### config.mk
export PLATFORM = sky130hd
export DESIGN_NAME = sorted_priority_queue_unit
export DESIGN_NICKNAME = d
export VERILOG_FILES = /design/src/rtl/core/spq_pkg.sv /design/src/rtl/core/spq_cell.sv /design/src/rtl/core/sorted_priority_queue_unit.sv
export SDC_FILE = /design/constraint.sdc
export NUM_CORES = 1
export LEC_CHECK = 0
export BUFFER_PORTS_ARGS = -buffer_cell sky130_fd_sc_hd__buf_4
export CAP_MARGIN = 10
export CORE_MARGIN = 2
export CORE_UTILIZATION = 29
export DETAILED_ROUTE_END_ITERATION = 12
export PLACE_DENSITY = 0.53
export SETUP_SLACK_MARGIN = 0.05
export SLEW_MARGIN = 40
export SYNTH_ARGS = -nofsm -noshare
export SYNTH_HDL_FRONTEND = slang
export SYNTH_HIERARCHICAL = 1
export SYNTH_SLANG_ARGS = --single-unit
### constraint.sdc
create_clock -name clk -period 5.1 [get_ports clk]
set_clock_uncertainty 0.2 [all_clocks]
set_input_delay 0.51 -clock clk [delete_from_list [all_inputs] [get_ports clk]]
set_output_delay 0.51 -clock clk [all_outputs]
set_load 0.01 [all_outputs]
### src/rtl/core/spq_pkg.sv
`timescale 1ns / 1ps
// ----------------------------------------------------------------------------
// spq_pkg
// Shared types and codes for the sorted priority queue.
// ----------------------------------------------------------------------------
package spq_pkg;

    localparam int TAG_W   = 16;
    localparam int PRI_W   = 3;
    localparam int CMD_W   = 2;
    localparam int STAT_W  = 2;
    localparam int COUNT_W = 5;
    localparam int IN_W    = 24;
    localparam int OUT_W   = 32;

    typedef enum logic [CMD_W-1:0] {
        CMD_INSERT = 2'd0,
        CMD_POP    = 2'd1,
        CMD_DELETE = 2'd2,
        CMD_CHANGE = 2'd3
    } cmd_t;

    typedef enum logic [STAT_W-1:0] {
        STAT_OK        = 2'd0,
        STAT_FULL      = 2'd1,
        STAT_EMPTY     = 2'd2,
        STAT_NOT_FOUND = 2'd3
    } status_t;

    typedef enum logic [1:0] {
        ST_IDLE,
        ST_MATCH,
        ST_APPLY,
        ST_INSERT
    } state_t;

    typedef struct packed {
        logic [TAG_W-1:0] tag;
        logic [PRI_W-1:0] pri;
    } entry_t;

    // per-cell command: insert, shift and match enables
    typedef struct packed {
        logic ins;
        logic shift;
        logic match;
    } cell_ctrl_t;

endpackage

### src/rtl/core/spq_cell.sv
`timescale 1ns / 1ps
// ----------------------------------------------------------------------------
// spq_cell
// One slot of the queue: holds an entry, compares it against the broadcast
// item and moves data from or to its neighbors.
// ----------------------------------------------------------------------------
module spq_cell
    import spq_pkg::*;
(
    input  logic       clk,
    input  logic       rst_n,
    input  cell_ctrl_t ctrl,
    input  logic       occ,
    input  entry_t     new_entry,
    input  entry_t     prev_entry,
    input  logic       prev_keep,
    input  entry_t     next_entry,
    output entry_t     entry,
    output logic       keep,
    output logic       match
);

    entry_t entry_reg;
    entry_t entry_next;
    logic   match_reg;
    logic   match_next;

    // an occupied slot of equal or higher priority stays ahead of a new item
    assign keep  = occ && (entry_reg.pri >= new_entry.pri);
    assign entry = entry_reg;
    assign match = match_reg;

    always_comb
    begin
        entry_next = entry_reg;
        match_next = match_reg;
        if (ctrl.ins && !keep)
        begin
            entry_next = prev_keep ? new_entry : prev_entry;
        end
        else if (ctrl.shift)
        begin
            entry_next = next_entry;
        end
        if (ctrl.match)
        begin
            match_next = occ && (entry_reg.tag == new_entry.tag);
        end
    end

    always_ff @(posedge clk)
    begin
        entry_reg <= entry_next;
    end

    always_ff @(posedge clk or negedge rst_n)
    begin
        if (!rst_n)
        begin
            match_reg <= 1'b0;
        end
        else
        begin
            match_reg <= match_next;
        end
    end

endmodule

### src/rtl/core/sorted_priority_queue_unit.sv
`timescale 1ns / 1ps
// ----------------------------------------------------------------------------
// sorted_priority_queue_unit
// Priority queue kept sorted in a row of cells, highest priority at cell 0.
// ----------------------------------------------------------------------------
// channel | dir | fields (lsb first)
// s_axis  | in  | cmd[1:0] tag[17:2] priority_req[20:18]
// m_axis  | out | status[1:0] out_tag[17:2] out_priority[20:18] count[25:21]
//
// one item at a time: insert and pop run ST_APPLY, delete runs the tag-match
// pass over the cells first, and change adds the remove-then-place pair to it.
// a finished result sits in the output register; the next item is accepted
// while it waits, and only the final step of that item stalls on m_tready.
// reset empties the queue at once; no clearing pass.
// ----------------------------------------------------------------------------
module sorted_priority_queue_unit
    import spq_pkg::*;
#(
    parameter int DEPTH = 16
)
(
    input  logic             clk,
    input  logic             rst_n,
    input  logic             s_tvalid,
    output logic             s_tready,
    input  logic [IN_W-1:0]  s_tdata,   // cmd, tag, priority_req
    output logic             m_tvalid,
    input  logic             m_tready,
    output logic [OUT_W-1:0] m_tdata    // status, out_tag, out_priority, count
);

    localparam int CW = $clog2(DEPTH + 1);

    state_t           state_reg, state_next;
    cmd_t             cmd_reg;
    entry_t           req_reg;
    logic [CW-1:0]    count_reg, count_next;
    logic             mvalid_reg, mvalid_next;
    status_t          ostat_reg, ostat_next;
    entry_t           oent_reg, oent_next;
    logic [COUNT_W-1:0] ocount_reg;

    logic             accept;
    logic             out_free;
    logic             full;
    logic             empty;
    logic             found;
    logic             do_ins, do_shift, do_match, shift_all;
    entry_t           captured;

    entry_t           cell_entry [DEPTH];
    logic [DEPTH-1:0] keep_vec;
    logic [DEPTH-1:0] match_vec;
    logic [DEPTH-1:0] seen_vec;
    logic [DEPTH-1:0] first_hit;
    logic [DEPTH-1:0] occ_vec;

    assign s_tready = (state_reg == ST_IDLE);
    assign accept   = s_tvalid && s_tready;
    assign out_free = !mvalid_reg || m_tready;
    assign full     = (count_reg == CW'(DEPTH));
    assign empty    = (count_reg == '0);
    assign found    = |match_vec;

    // ---------------- cell row ----------------
    genvar i;
    generate
        for (i = 0; i < DEPTH; i++)
        begin : g_cell
            cell_ctrl_t ctrl;
            entry_t     prev_e;
            entry_t     next_e;
            logic       prev_k;

            assign occ_vec[i]   = (CW'(i) < count_reg);
            assign seen_vec[i]  = |match_vec[i:0];
            assign ctrl.ins     = do_ins;
            assign ctrl.shift   = do_shift && (shift_all || seen_vec[i]);
            assign ctrl.match   = do_match;

            if (i == 0)
            begin : g_head
                assign prev_e       = req_reg;
                assign prev_k       = 1'b1;
                assign first_hit[i] = match_vec[i];
            end
            else
            begin : g_body
                assign prev_e       = cell_entry[i-1];
                assign prev_k       = keep_vec[i-1];
                assign first_hit[i] = match_vec[i] && !seen_vec[i-1];
            end

            if (i == DEPTH - 1)
            begin : g_tail
                assign next_e = '0;
            end
            else
            begin : g_mid
                assign next_e = cell_entry[i+1];
            end

            spq_cell u_cell
            (
                .clk        (clk),
                .rst_n      (rst_n),
                .ctrl       (ctrl),
                .occ        (occ_vec[i]),
                .new_entry  (req_reg),
                .prev_entry (prev_e),
                .prev_keep  (prev_k),
                .next_entry (next_e),
                .entry      (cell_entry[i]),
                .keep       (keep_vec[i]),
                .match      (match_vec[i])
            );
        end
    endgenerate

    // entry at the first matching cell
    always_comb
    begin
        captured = '0;
        for (int k = 0; k < DEPTH; k++)
        begin
            if (first_hit[k])
            begin
                captured = captured | cell_entry[k];
            end
        end
    end

    // ---------------- sequencer ----------------
    always_ff @(posedge clk or negedge rst_n)
    begin
        if (!rst_n)
        begin
            state_reg  <= ST_IDLE;
            count_reg  <= '0;
            mvalid_reg <= 1'b0;
        end
        else
        begin
            state_reg  <= state_next;
            count_reg  <= count_next;
            mvalid_reg <= mvalid_next;
        end
    end

    always_ff @(posedge clk)
    begin
        if (accept)
        begin
            cmd_reg     <= cmd_t'(s_tdata[CMD_W-1:0]);
            req_reg.tag <= s_tdata[CMD_W +: TAG_W];
            req_reg.pri <= s_tdata[CMD_W+TAG_W +: PRI_W];
        end
        ostat_reg <= ostat_next;
        oent_reg  <= oent_next;
        // count held with the waiting result while the queue moves on
        if (out_free)
        begin
            ocount_reg <= COUNT_W'(count_next);
        end
    end

    always_comb
    begin
        state_next  = state_reg;
        count_next  = count_reg;
        mvalid_next = mvalid_reg && !m_tready;
        ostat_next  = ostat_reg;
        oent_next   = oent_reg;
        do_ins      = 1'b0;
        do_shift    = 1'b0;
        do_match    = 1'b0;
        shift_all   = 1'b0;

        unique case (state_reg)
            ST_IDLE:
            begin
                if (accept)
                begin
                    if (cmd_t'(s_tdata[CMD_W-1:0]) == CMD_DELETE ||
                        cmd_t'(s_tdata[CMD_W-1:0]) == CMD_CHANGE)
                    begin
                        state_next = ST_MATCH;
                    end
                    else
                    begin
                        state_next = ST_APPLY;
                    end
                end
            end

            ST_MATCH:
            begin
                do_match   = 1'b1;
                state_next = ST_APPLY;
            end

            ST_APPLY:
            begin
                unique case (cmd_reg)
                    CMD_INSERT:
                    begin
                        if (out_free)
                        begin
                            mvalid_next = 1'b1;
                            state_next  = ST_IDLE;
                            if (full)
                            begin
                                ostat_next = STAT_FULL;
                                oent_next  = '0;
                            end
                            else
                            begin
                                do_ins     = 1'b1;
                                count_next = count_reg + 1'b1;
                                ostat_next = STAT_OK;
                                oent_next  = req_reg;
                            end
                        end
                    end

                    CMD_POP:
                    begin
                        if (out_free)
                        begin
                            mvalid_next = 1'b1;
                            state_next  = ST_IDLE;
                            if (empty)
                            begin
                                ostat_next = STAT_EMPTY;
                                oent_next  = '0;
                            end
                            else
                            begin
                                do_shift   = 1'b1;
                                shift_all  = 1'b1;
                                count_next = count_reg - 1'b1;
                                ostat_next = STAT_OK;
                                oent_next  = cell_entry[0];
                            end
                        end
                    end

                    CMD_DELETE:
                    begin
                        if (out_free)
                        begin
                            mvalid_next = 1'b1;
                            state_next  = ST_IDLE;
                            if (!found)
                            begin
                                ostat_next = STAT_NOT_FOUND;
                                oent_next  = '0;
                            end
                            else
                            begin
                                do_shift   = 1'b1;
                                count_next = count_reg - 1'b1;
                                ostat_next = STAT_OK;
                                oent_next  = captured;
                            end
                        end
                    end

                    CMD_CHANGE:
                    begin
                        if (found)
                        begin
                            // take the entry out now, place it again in ST_INSERT once the output is free
                            do_shift   = 1'b1;
                            count_next = count_reg - 1'b1;
                            state_next = ST_INSERT;
                        end
                        else if (out_free)
                        begin
                            mvalid_next = 1'b1;
                            state_next  = ST_IDLE;
                            ostat_next  = STAT_NOT_FOUND;
                            oent_next   = '0;
                        end
                    end

                    default:
                    begin
                        state_next = ST_IDLE;
                    end
                endcase
            end

            ST_INSERT:
            begin
                if (out_free)
                begin
                    do_ins      = 1'b1;
                    count_next  = count_reg + 1'b1;
                    mvalid_next = 1'b1;
                    ostat_next  = STAT_OK;
                    oent_next   = req_reg;
                    state_next  = ST_IDLE;
                end
            end

            default:
            begin
                state_next = ST_IDLE;
            end
        endcase
    end

    assign m_tvalid = mvalid_reg;
    assign m_tdata  = {
        {(OUT_W - STAT_W - TAG_W - PRI_W - COUNT_W){1'b0}},
        ocount_reg,
        oent_reg.pri,
        oent_reg.tag,
        ostat_reg
    };

endmodule

Yosys cells after proc, flatten, opt, wreduce, memory -nomap -nowiden
Cells that the tools add are included.
{ "word_totals": {"reg_bits": 375, "input_bits": 28, "out_inout_bits": 34} }
{ "op_classes": {"n_addsub": 2, "n_lt_le_gt_ge": 32, "n_eq_ne": 32, "mux": 118, "bitwise": 15, "n_reduce_logical": 169} }
{ "ops": {"columns": ["op", "n"], "rows": [
  ["$mux W19", 72],
  ["$or A19 B19 Y19", 15],
  ["$eq A16 B16 Y1", 16],
  ["$logic_and A1 B1 Y1", 81],
  ["$pmux W19 S4", 1],
  ["$ge A3 B3 Y1", 16],
  ["$lt A4 B5 Y1 const A", 8],
  ["$pmux W19 S2", 1],
  ["$mux W5", 7],
  ["$reduce_bool A2 Y1", 17],
  ["$logic_not A1 Y1", 33],
  ["$mux W2", 12],
  ["$lt A3 B5 Y1 const A", 4],
  ["$pmux W5 S4", 1],
  ["$logic_or A1 B1 Y1", 18],
  ["$pmux W2 S4", 2],
  ["$reduce_or A16 Y1", 1],
  ["$mux W1", 15],
  ["$ne A3 B3 Y1 const B", 5],
  ["$reduce_or A15 Y1", 1],
  ["$reduce_or A14 Y1", 1],
  ["$reduce_or A13 Y1", 1],
  ["$eq A2 B2 Y1 const B", 6],
  ["$reduce_or A12 Y1", 1],
  ["25 further kinds", 33]
]} }

Depth between registers and ports, before layout
{ "depth": {"ltp_word": 35, "mapped_depth": 10, "depth_no_buf": 8} }

Modules after synthesis
Netlist, hierarchy kept.
{ "by_module_without_submodules": {"columns": ["module", "instances", "cells_each", "area_each_um2", "seq_area_each_um2"], "rows": [
  ["spq_cell", 16, 100, 1442.6, 595.6],
  ["sorted_priority_queue_unit", 1, 677, 5452.7, 1611.5]
]} }

Least setup slack after synthesis
OpenSTA, ideal clock, no wires.
{ "synth_path": {"path_kind": "reg-to-reg", "from": "register mvalid_reg (netlist: m_tvalid)", "to": "register g_cell[0].u_cell.entry_reg, in the netlist g_cell[0].u_cell/entry[0], enable pin", "t_arrival_ns": 3.192, "path_slack_ns": 1.365, "path_stages_with_launch": 11, "path_buffers": 3, "period_less_slack_ns": 3.735, "cell_sequence": "dfrtp_1 > nor2b_1 > clkbuf_1 > clkinv_1 > buf_1 > nand2_1 > nor2_1 > or2b_1 > o22ai_2 > buf_6 > or2_2"} }
{ "synth_via": {"elab_cells_between_ends": 16, "cone_classes": "10 x mux; 6 x reduce/logical"} }
{ "synth_rtl": {"columns": ["element", "line_no", "text"], "rows": [
  ["from (decl)", "sorted_priority_queue_unit.sv:38", "logic mvalid_reg, mvalid_next;"],
  ["from (signal assigned)", "sorted_priority_queue_unit.sv:146", "mvalid_reg <= mvalid_next;"],
  ["$logic_not A1 Y1 *", "sorted_priority_queue_unit.sv:60", "assign out_free = !mvalid_reg || m_tready;"],
  ["$logic_or A1 B1 Y1 *", "sorted_priority_queue_unit.sv:60", null],
  ["$mux W1", "sorted_priority_queue_unit.sv:207", "if (out_free)"],
  ["$mux W1", "sorted_priority_queue_unit.sv:204", "unique case (cmd_reg)"],
  ["$pmux W1 S2 *", "sorted_priority_queue_unit.sv:179", "unique case (state_reg)"],
  ["named net do_ins", "sorted_priority_queue_unit.sv:48", "logic do_ins, do_shift, do_match, shift_all;"],
  ["$logic_and A1 B1 Y1 *", "spq_cell.sv:37", "if (ctrl.ins && !keep)"],
  ["$reduce_bool A2 Y1 (no line) *", null, null],
  ["to (signal assigned)", "spq_cell.sv:53", "entry_reg <= entry_next;"],
  ["to (decl)", "spq_cell.sv:23", "entry_t entry_reg;"]
]} }
Mark *: on every way through the listed nets, which the timed path passes. The rest lies on a longest branch.
A chain may end at the register's enable or synchronous reset.

==> out/qor.csv <==
metric,value,unit
status,completed,
rsz0062_at_grt,false,
coreArea,0.0980,mm²
drc,0,
grt_overflow,0,
tightest_slew,900,ps
fin_crit,4160,ps
fp.dieH,318,µm
htreeDepth,2,
cp-end-kind,flip-flop,
cts_tree,yes,
cts.reportedPaths.clkPinSlew,60,ps
crit_path_cell_trace,inv_1 -> ha_1 -> or4b_2 -> and3_1 -> a22o_1 -> a221oi_1 -> a21oi_1,
finalHoldViolCount,0,
wl_per_cell,23.2,µm
cts_setup_buffers,0,
max_clock_freq,240,MHz
clk_latency,590,ps
crit_arrival,4210,ps
ant_nets,0,
max-clock-path-buffers,3,
numClockSinks,375,
vias,19200,
routed_via_density,5.21,
fin_nets,2443,
rows,115,
largest_reg_flops,304,
antennaDiodeCount,0,
fillers,9752,
crit_type,flip-flop to flip-flop,
drt_iter0_markers,1783,
die_x,318,µm
drt_pass1_iterations,5,
area_growth_syn_to_layout,12.4,%
grt_max_degree,45,
slowest_stage,or4b_2,
clockRootBuffer,clkbuf_16,
ir_drop,0.274,mV
numCtsBuffers,45,
power_leakage,11.7,nW
slew_viol_final,0,
maxCapViolCount,0,
cp_num_buf_inv,1,
grt_pass1_vias,19300,
powerDensity,684,mW/mm²
synthCells,2276,
grt_antenna_before_repair,5,
start_util,0.291,
fin_ws,942,ps
path_delay_family,compound AO/OA/AOI/OAI gates,
finalWirelength,85400,µm
io_buffer_count,52,
dieArea,0.101,mm²
cts_resized,0,
power,21.9,mW
postCtsHoldBufs,23,
ys_warn_count,6,
gp_congestion,0.873,
setup_tns,0,ps
slew_headroom,0.394,
fin_util,0.327,
cp-start-kind,flip-flop,
hp-class,input pin to flip-flop,
grt_usage,0.164,
avgSynthCellArea,12.5,µm²
period_share,0.815,
synth.cell_area,0.0285,mm²
dp_hpwl,65800,µm
grt_pass1_wl,127000,µm
top_level_ports,62,
worstPathRequired,5150,ps
crit_fanout,15,
setup_viol,0,
critical-path-max-stage-delay,690,ps
drive_gt1_frac,0.382,
place_ws,1110,ps
[per-layer routing]
metal,up-vias,global-route usage,share of wire
met5,-,0,0.00028
met4,4,0.0413,0.022
met3,110,0.0296,0.065
met2,645,0.254,0.44
met1,9606,0.234,0.47
li1,8842,-,-
[final timing paths]
path / start / to / slack [ps] / cells after the start
setup / recovery: count_reg[1] / m_tdata[7] / 940 / 7
hold / removal: m_tready / state_reg[0] / 210 / 5
setup reg to reg: count_reg[1] / m_tdata[7] / 940 / 7
hold reg to reg: g_cell[10].u_cell/match / g_cell[10].u_cell/match / 370 / 2
max in group asynchronous: rst_n / g_cell[8].u_cell/match / 4090 / 2
min in group asynchronous: rst_n / m_tvalid / 250 / 2
[layout by cell type (no fill, tap or decap), types with 8 or more instances in the layout]
cell	count
a22o_1	17
mux2_4	304
o21a_2	9
or2b_1	16
nor2b_1	12
conb_1	26
nand2b_1	13
ha_1	51
inv_1	100
or2_2	16
nand2b_4	16
nor4_1	49
o21ai_0	27
nand4_1	26
o221ai_1	10
o21a_1	8
a21oi_1	53
o22ai_2	16
a221oi_1	25
mux2_2	304
nor2b_2	19
clkbuf_16	47
xnor2_1	18
nand2_1	49
dfrtp_1	23
edfxtp_1	351
a22oi_1	85
xor2_1	241
clkinvlp_4	8
buf_4	127
a2111oi_0	9
o22ai_1	33
nor3_1	24
a21oi_2	17
nor2_1	36
o211ai_1	24
nand3_1	36
a32oi_1	12
dlygate4sd3_1	23
[final cells by class]
class | count | area (µm²) | share of cell area
inverters | 101 | 379 | 0.0118
multi-input cells | 1687 | 16200 | 0.504
clock buffers | 57 | 1240 | 0.0388
repair buffers | 154 | 1240 | 0.0388
clock inverters | 23 | 284 | 0.00886
flip-flops and latches | 375 | 11100 | 0.348
well taps | 1287 | 1610 | 0.0502
[power breakdown]
group,switching [mW],leakage (nW),internal (mW)
logic,4.97,7.39,6.05
clock network,1.38,0.721,2.03
registers,1.84,3.59,5.68
[per-stage QoR]
stage          cell area [µm²]  hold slack [ps]  instances
2_1_floorplan            28600             14.4       2300
3_3_place_gp             30200              277       3575
3_5_place_dp             30300              290       3579
4_1_cts                  32000              185       3682
5_1_grt                  32100              221       3684
6_report                 32100              214       3684
[worst reg2reg max path, stage by stage, from the launching register on]
cell      delay (ps)
dfrtp_1          570
inv_1            260
ha_1             370
or4b_2           690
and3_1           460
a22o_1           440
a221oi_1         560
a21oi_1          290
No activity file was read; power rests on OpenSTA's default activity.
